### src/sv/bclce_pkg.sv
package bclce_pkg;

    typedef enum logic [1:0] {
        CMD_READ  = 2'd0,
        CMD_WRITE = 2'd1,
        CMD_FLUSH = 2'd2,
        CMD_NOP   = 2'd3
    } t_cmd;

    typedef enum logic [2:0] {
        ST_IDLE,
        ST_LOOKUP,
        ST_EVICT,
        ST_ALLOC,
        ST_DONE
    } t_state;

    localparam logic [0:0] REG_BLOCK_SIZE_LOG2 = 1'b0;
    localparam logic [0:0] REG_MAX_BLOCKS      = 1'b1;

    localparam logic [4:0] LOG2_MIN   = 5'd9;
    localparam logic [4:0] LOG2_MAX   = 5'd16;
    localparam logic [4:0] LOG2_RESET = 5'd12;

    // controller -> datapath
    typedef struct packed {
        logic load;    // capture command and look up
        logic evict;   // drop victim
        logic alloc;   // allocate tag at free slot
        logic finish;  // apply hit/write/flush effects, latch result
    } t_dp_cmd;

    // datapath -> controller
    typedef struct packed {
        logic hit;
        logic full;        // held >= limit
        logic has_victim;
        logic has_free;
        logic [1:0] cmd;
    } t_dp_stat;

endpackage

### src/sv/bclce_ctrl.sv
module bclce_ctrl (
    input  logic                 i_clk,
    input  logic                 i_rst_n,
    input  logic                 i_valid,
    output logic                 o_stall,
    output logic                 o_valid,
    input  logic                 i_stall,
    input  bclce_pkg::t_dp_stat  i_stat,
    output bclce_pkg::t_dp_cmd   o_cmd
);

    bclce_pkg::t_state r_state, n_state;
    logic r_out_valid, n_out_valid;

    always_ff @(posedge i_clk) begin
        if (!i_rst_n) begin
            r_state     <= bclce_pkg::ST_IDLE;
            r_out_valid <= 1'b0;
        end else begin
            r_state     <= n_state;
            r_out_valid <= n_out_valid;
        end
    end

    always_comb begin
        logic is_alloc_cmd;
        n_state     = r_state;
        n_out_valid = r_out_valid;
        o_cmd       = '0;
        is_alloc_cmd = 1'b0;
        if (r_out_valid && !i_stall) begin
            n_out_valid = 1'b0;
        end
        unique case (r_state)
            bclce_pkg::ST_IDLE: begin
                if (i_valid) begin
                    o_cmd.load = 1'b1;
                    n_state    = bclce_pkg::ST_LOOKUP;
                end
            end
            bclce_pkg::ST_LOOKUP: begin
                is_alloc_cmd = (i_stat.cmd == bclce_pkg::CMD_READ) ||
                               (i_stat.cmd == bclce_pkg::CMD_WRITE);
                if (is_alloc_cmd && !i_stat.hit) begin
                    n_state = i_stat.full ? bclce_pkg::ST_EVICT : bclce_pkg::ST_ALLOC;
                end else begin
                    n_state = bclce_pkg::ST_DONE;
                end
            end
            bclce_pkg::ST_EVICT: begin
                o_cmd.evict = i_stat.has_victim;
                n_state     = bclce_pkg::ST_ALLOC;
            end
            bclce_pkg::ST_ALLOC: begin
                o_cmd.alloc = !i_stat.full && i_stat.has_free;
                n_state     = bclce_pkg::ST_DONE;
            end
            bclce_pkg::ST_DONE: begin
                if (!n_out_valid) begin
                    o_cmd.finish = 1'b1;
                    n_out_valid  = 1'b1;
                    n_state      = bclce_pkg::ST_IDLE;
                end
            end
            default: n_state = bclce_pkg::ST_IDLE;
        endcase
    end

    assign o_stall = (r_state != bclce_pkg::ST_IDLE);
    assign o_valid = r_out_valid;

    a_done_sets_valid: assert property (@(posedge i_clk) disable iff (!i_rst_n)
        o_cmd.finish |=> r_out_valid) else $error("finish without valid");
    a_load_idle: assert property (@(posedge i_clk) disable iff (!i_rst_n)
        o_cmd.load |-> r_state == bclce_pkg::ST_IDLE) else $error("load outside idle");
    a_one_cmd: assert property (@(posedge i_clk) disable iff (!i_rst_n)
        $onehot0(o_cmd)) else $error("multiple commands");

endmodule

### config.mk
export PLATFORM = sky130hd
export DESIGN_NAME = bclce_ctrl
export DESIGN_NICKNAME = d
export VERILOG_FILES = /design/src/sv/bclce_pkg.sv /design/src/sv/bclce_ctrl.sv
export SDC_FILE = /design/constraint.sdc
export NUM_CORES = 1
export LEC_CHECK = 0
export CAP_MARGIN = 20
export CORE_AREA = 10 10 47 49
export CTS_CLUSTER_SIZE = 14
export DETAILED_ROUTE_END_ITERATION = 12
export DIE_AREA = 0 0 57 59
export DONT_BUFFER_PORTS = 1
export SYNTH_ARGS = -nofsm -noshare
export SYNTH_HDL_FRONTEND = slang
export SYNTH_SLANG_ARGS = --single-unit
### constraint.sdc
create_clock -name i_clk -period 1.68 [get_ports i_clk]
set_clock_uncertainty 0.1 [all_clocks]
set_input_delay 0.252 -clock i_clk [delete_from_list [all_inputs] [get_ports i_clk]]
set_output_delay 0.252 -clock i_clk [all_outputs]
set_load 0.01 [all_outputs]
Yosys cells after proc, flatten, opt, wreduce, memory -nomap -nowiden
Cells that the tools add are included.
{"block": "word_totals", "reg_bits": 4, "latch_bits": 0, "ram_bits": 0, "rom_bits": 0, "inputBits": 10, "output_inout_bits": 6, "elab_cells": 33, "n_memories": 0}
{"block": "op_classes", "add_sub_neg": 0, "mul": 0, "div": 0, "order_cmp": 0, "n_eq_ne": 7, "shift": 0, "n_mux": 13, "n_bitwise": 0, "reduce_logical": 11}
{"cell": "$pmux W3 S5", "n": 1}
{"cell": "$mux W1", "n": 9}
{"cell": "$mux W3", "n": 3}
{"cell": "$eq A3 B2 Y1 const B", "n": 2}
{"cell": "$ne A2 B2 Y1 const B", "n": 2}
{"cell": "$eq A3 B1 Y1 const B", "n": 1}
{"cell": "$eq A3 B3 Y1 const B", "n": 1}
{"cell": "$logic_and A1 B1 Y1", "n": 3}
{"cell": "$logic_not A1 Y1", "n": 3}
{"cell": "$logic_not A3 Y1", "n": 1}
{"cell": "$reduce_bool A3 Y1", "n": 1}
{"cell": "$eq A2 B1 Y1 const B", "n": 1}
{"cell": "$logic_not A2 Y1", "n": 1}
{"cell": "$reduce_and A2 Y1", "n": 1}
{"cell": "$logic_or A1 B1 Y1", "n": 1}

Logic depth before layout (Yosys ltp)
Gate-level depths: netlist of the first run.
{"block": "logic_depth", "word_depth": 5, "mapped_depth": 3, "mapped_depth_nobuf": 2}

Worst setup path after synthesis of the first run
Ideal clock, no wire load.
{"block": "synth_path", "path_kind": "register -> output", "from": "register r_state[0]", "to": "output port o_cmd[0] (netlist name)", "t_arrival_ns": 1.120, "t_required_ns": 1.328, "path_slack_ns": 0.208, "path_stages_with_launch": 4, "path_buffers": 1, "cell_sequence": "dfxtp_1 > clkbuf_2 > or3b_2 > a21oi_1"}
{"item": "from (decl)", "line": "bclce_ctrl.sv:12", "text": "bclce_pkg::t_state r_state, n_state;"}
{"item": "from (signal assigned)", "line": "bclce_ctrl.sv:17", "text": "r_state <= bclce_pkg::ST_IDLE;"}
{"item": "from (signal assigned)", "line": "bclce_ctrl.sv:20", "text": "r_state <= n_state;"}
{"item": "to (decl)", "line": "bclce_ctrl.sv:9", "text": "output bclce_pkg::t_dp_cmd o_cmd"}

==> metrics.md, run 1 <==
| Metric | Value |
|---|---|
| Core footprint | 0.00140 mm2 |
| DRT Pass-1 Iters | 2 |
| Share of flip-flops with an asynchronous set or reset | 0% |
| Setup Viol. Count Final | 0 |
| Wirelength, routed | 634 um |
| Clk slew on worst S/H paths | 0.04 ns |
| Initial DRC Count | 4 |
| Synthesized Nets | 37 |
| Crit path DAT | 1.27 ns |
| Gp weighted congestion | 0.646 |
| Crit path max-delay cell type | or3_2 |
| Cells after Synth | 27 |
| CTS buffer count | 3 |
| NetSw | 0.0698 mW |
| Ys flop type | dfxtp_1 |
| Worst skew pair latency | 0.23 ns |
| Post-synth EDFFs | 0 |
| DIE AREA | 0.00336 mm2 |
| Final period util | 96.6% |
| WHS | 0.0763 ns |
| Most frequent cells in the layout | dfxtp_1 (4), nand2_1 (3), nor3_1 (3), clkbuf_4 (3) |
| CP startpoint kind | register |
| Detailed placement HPWL | 519 um |
| Max Slew Vio Count | 0 |
| Largest fanout on the critical path | 5 |
| Share of power burned in registers | 40.5% |
| VDD IR max | 0.333 mV |
| Clock share of power | 43.8% |
| Final Hold Fails | 0 |
| Vias per cell | 4.51 |
| Tot GR Track Use | 4.06% |
| Ratio of cells with drive above 1 in the final layout | 29.0% |
| Worst-path cell chain | or3_2 -> nor2_4 |
| Port Buffer Count | 0 |
| Vias | 212 |
| Synth cell types | 18 |
| Data required, critical path | 1.33 ns |
| Row Count | 14 |
| Hold WC Path Type | input pin to register |
| Pwr per Cell Area | 927 mW/mm2 |
| Synth-to-layout area growth | 33.9% |
| P_int | 0.201 mW |
| Die Y | 59 um |
| Register area share after synthesis | 36.8% |
| Min cycle time layout | 1.62 ns |
| Largest net degree at the start of global routing | 10 |
| Rel. slew slack | 73.1% |
| RSZ-0062 raised after global routing | false |
| Global route total overflow | 0 |
| Final setup TNS | 0 ns |
| Final antenna diode count | 0 |
| Vias in the first global route | 232 |
| I/O pins | 16 |
| Mean routed wirelength per cell | 13.5 um |
| P_leak | 0.101 nW |
| CTS tree | built |
| Most common cell after layout, fill and taps aside | dfxtp_1 |
| Critical Path Max Stage Delay | 0.57 ns |
| Combinational share of power | 15.7% |
| CP Class | register to output port |
| Max_cap viols | 0 |
| FILL cells | 161 |
| Switching Fraction | 25.8% |
| Final #Nets | 43 |
| Achievable Freq | 617 MHz |
| Remaining DRCs | 0 |
| Worst Tran Pin Value | 0.400 ns |
| First-pass GRT wire length | 1020 um |
| Mean Syn Cell Area | 8.06 um2 |
| Yosys reg bits | 4 |
| Cell area after synthesis | 218 um2 |
| Worst setup EP type | output port |
| Initial antenna violation count | 0 |
| Ys Warns | 0 |
| CTS root buf | clkbuf_4 |
| Post-CTS Setup Inserts | 0 |
| Clk buf depth | 2 |
| H-tree depth | 1 |
| Outcome | completed |
| R2R Setup Slk | 0.32 ns |
| Initial Util | 15.5% |
| Post-route ant nets | 0 |
| Clock Sinks | 4 |
| Chip width | 57 um |
[critical path, delay by kind of cell (launching register included)]
family | cells | cell delay, ns
DFF | 1 | 0.33
and+or+nand+nor | 2 | 0.71
[power groups by stage]
stage | Sequential [mW] | Clock, mW | Combinational, mW
floorplan | 0.107 | 0 | 0.0303
global placement | 0.110 | 0 | 0.0356
detailed placement | 0.110 | 0 | 0.0365
CTS | 0.109 | 0.124 | 0.0382
global route | 0.111 | 0.130 | 0.0467
finish | 0.109 | 0.118 | 0.0426
[per-stage QoR]
stage	cell area, um2	utilization [%]	std cells	setup slack [ns]	power [mW]
floorplan	218	-	27	0.208	0.137
global placement	248	17.7	44	0.217	0.145
detailed placement	248	17.7	44	0.217	0.146
CTS	277	19.7	47	0.0219	0.271
global route	292	20.8	47	0.0167	0.288
finish	292	20.8	47	0.0579	0.270
[cell usage after synthesis, types with 2 or more instances]
cell type  instances  area share (%)
dfxtp_1            4              37
nand2_1            3             5.2
nor3_1             3             6.9
a21oi_1            2             4.6
inv_1              2             3.4
[worst paths after layout]
path,from,end,cells after the start
max,r_state[2],o_cmd[3],2
min,i_rst_n,o_valid,1
max reg2reg,r_state[1],r_state[0],2
min reg2reg,o_valid,o_valid,2
[cell families (layout without fill, tap and decap cells)]
family	Yosys count	after routing	synth area share (%)
flops	4	4	36.8
compound gates	5	5	15.5
simple gates	15	15	42.0
buf+inv	3	7	5.75
[layout make-up]
| cell class | instances | area, um2 | share of cell area [%] |
|---|---|---|---|
| repair buffers | 2 | 15.0 | 5.15 |
| inverters | 2 | 7.51 | 2.58 |
| well taps | 16 | 20.0 | 6.87 |
| flip-flops and latches | 4 | 80.1 | 27.5 |
| multi-input cells | 20 | 146 | 50.2 |
| clock buffers | 3 | 22.5 | 7.73 |
[layer usage]
layer	global-route usage (%)	wire, um	up-vias
met4	3.02	14	0
met1	4.39	250	94
met3	2.79	81	2
met5	0	0	-
met2	5.43	288	10
li1	-	-	106
[state kept, by name, indices dropped and copies added (netlist names)]
name,count
r_state,3
o_valid,1
[what timing repair did]
item | 4_1_cts | 5_1_grt
gates resized for setup | 2 | 3
hold buffers | 0 | 0
setup endpoints to repair | 2 | 2
gates cloned | 0 | 0
Note: power is estimated with default switching activity, not from simulation.
==> run 2: changes to the inputs <==
==> constraint.sdc (replaced) <==
create_clock -name i_clk -period 1.68 [get_ports i_clk]
set_clock_uncertainty 0.1 [all_clocks]
set_input_delay 0 -clock i_clk [delete_from_list [all_inputs] [get_ports i_clk]]
set_output_delay 0 -clock i_clk [all_outputs]
set_load 0.01 [all_outputs]
==> run 2 against run 1 <==
Compared with the run above: largest power group unchanged; worst hold slack got worse by 0.066 ns; largest cell class unchanged; utilization rose by 1.7 points; final cell count rose by 8.5%; combinational power barely moved; die area did not move; sequential share of layout area fell by 2.1 points; clock power barely moved; global-route usage rose by 0.086 points; worst setup slack improved by 0.16 ns; final area rose by 8.2%; critical path depth did not move; critical endpoint is now o_cmd[0].
==> metrics.md, run 2 (same netlist as run 1, synthesis figures left out) <==
| Metric | Value |
|---|---|
| Vias | 220 |
| Gp weighted congestion | 0.689 |
| Vias in the first global route | 249 |
| Min cycle time layout | 1.46 ns |
| Most frequent cells in the layout | dlygate4sd3_1 (6), dfxtp_1 (4), nand2_1 (3), nor3_1 (3), clkbuf_4 (3) |
| CTS root buf | clkbuf_4 |
| Achievable Freq | 685 MHz |
| Core footprint | 0.00140 mm2 |
| Worst reg2reg path startpoint | r_state[1] |
| Post-CTS Resized | 0 |
| Max Used Layer | met3 |
| CTS buffer count | 3 |
| Final antenna diode count | 0 |
| Outcome | completed |
| Tot GR Track Use | 4.15% |
| Mean routed wirelength per cell | 12.8 um |
| Largest register by flop count | r_state |
| Global route total overflow | 0 |
| Clk buf depth | 2 |
| Row Count | 14 |
| Final #Nets | 47 |
| Max_cap viols | 0 |
| Vias per cell | 4.31 |
| RSZ-0062 raised after global routing | false |
| Critical path startpoint | r_state[0] |
| First-pass GRT wire length | 1060 um |
| CP Class | register to output port |
| Port Buffer Count | 0 |
| Die Y | 59 um |
| Remaining DRCs | 0 |
| Worst skew pair latency | 0.23 ns |
| CTS tree | built |
| Hold path start | i_stat[3] |
| Rel. slew slack | 57.2% |
| DRT Pass-1 Iters | 1 |
| Hold buffer count at cts | 6 |
| Crit path DAT | 1.36 ns |
| Post-route ant nets | 0 |
| Met2 wire length | 318 um |
| Setup Viol. Count Final | 0 |
| Ratio of cells with drive above 1 in the final layout | 14.3% |
| H-tree depth | 1 |
| Final setup TNS | 0 ns |
| CP startpoint kind | register |
| Final Hold Fails | 0 |
| Post-CTS Setup Inserts | 0 |
| Max Slew Vio Count | 0 |
| Data required, critical path | 1.58 ns |
| Chip width | 57 um |
| Metal3 WL | 59 um |
| Largest net degree at the start of global routing | 10 |
| Wl on met1 | 276 um |
| Dpl ws | 0.362 ns |
| Final period util | 86.8% |
| Final worst slack | 0.221 ns |
| Hold WC Path Type | input pin to output port |
| Worst setup EP type | output port |
| I/O pins | 16 |
| Initial antenna violation count | 0 |
| Pwr per Cell Area | 866 mW/mm2 |
| Synth-to-layout area growth | 44.8% |
| DIE AREA | 0.00336 mm2 |
| Largest fanout on the critical path | 9 |
| VDD IR max | 0.304 mV |
| Clk slew on worst S/H paths | 0.04 ns |
| Most common cell after layout, fill and taps aside | dlygate4sd3_1 |
| Wirelength, routed | 654 um |
| Initial Util | 15.5% |
| Initial DRC Count | 0 |
| Worst Tran Pin Value | 0.633 ns |
| Clock Sinks | 4 |
| Max reg flops | 3 |
| P_leak | 0.111 nW |
## run 2: layout make-up
type / count / area [um2]
clock buffers: 3 / 22.5
fillers: 157 / 1090
inverters: 2 / 7.51
multi-input cells: 20 / 125
flip-flops and latches: 4 / 80.1
well taps: 16 / 20.0
repair buffers: 6 / 60.1
## run 2: metal layers
layer,vias up,GRT usage [%]
met5,-,0
li1,117,-
met1,95,3.68
met4,0,5.03
met3,0,2.36
met2,8,6.05
## run 2: stage by stage
stage               power (mW)  cells  area (um2)  hold slack (ns)  utilization (%)
detailed placement       0.142     42         233          -0.0350             16.6
global route             0.291     51         315           0.0161             22.5
finish                   0.273     51         315           0.0100             22.5
floorplan                0.137     27         218          -0.0470                -
global placement         0.141     42         233          -0.0384             16.6
CTS                      0.282     51         315           0.0117             22.5
## run 2: critical path: stages, from the launching register on
cell	delay (ns)
dfxtp_1	0.36
or3b_2	0.51
a21oi_1	0.25
## run 2: report_power, final
group          switching [mW]  internal (mW)
registers             0.00978          0.102
clock network          0.0395         0.0799
logic                  0.0202         0.0221
total                  0.0695          0.204
## run 2: final timing paths
| check | cells after the start | slack [ns] | to |
|---|---|---|---|
| setup / recovery | 2 | 0.22 | o_cmd[0] |
| hold / removal | 2 | 0.01 | o_cmd[2] |
| setup reg to reg | 2 | 0.35 | r_state[0] |
| hold reg to reg | 2 | 0.45 | o_valid |
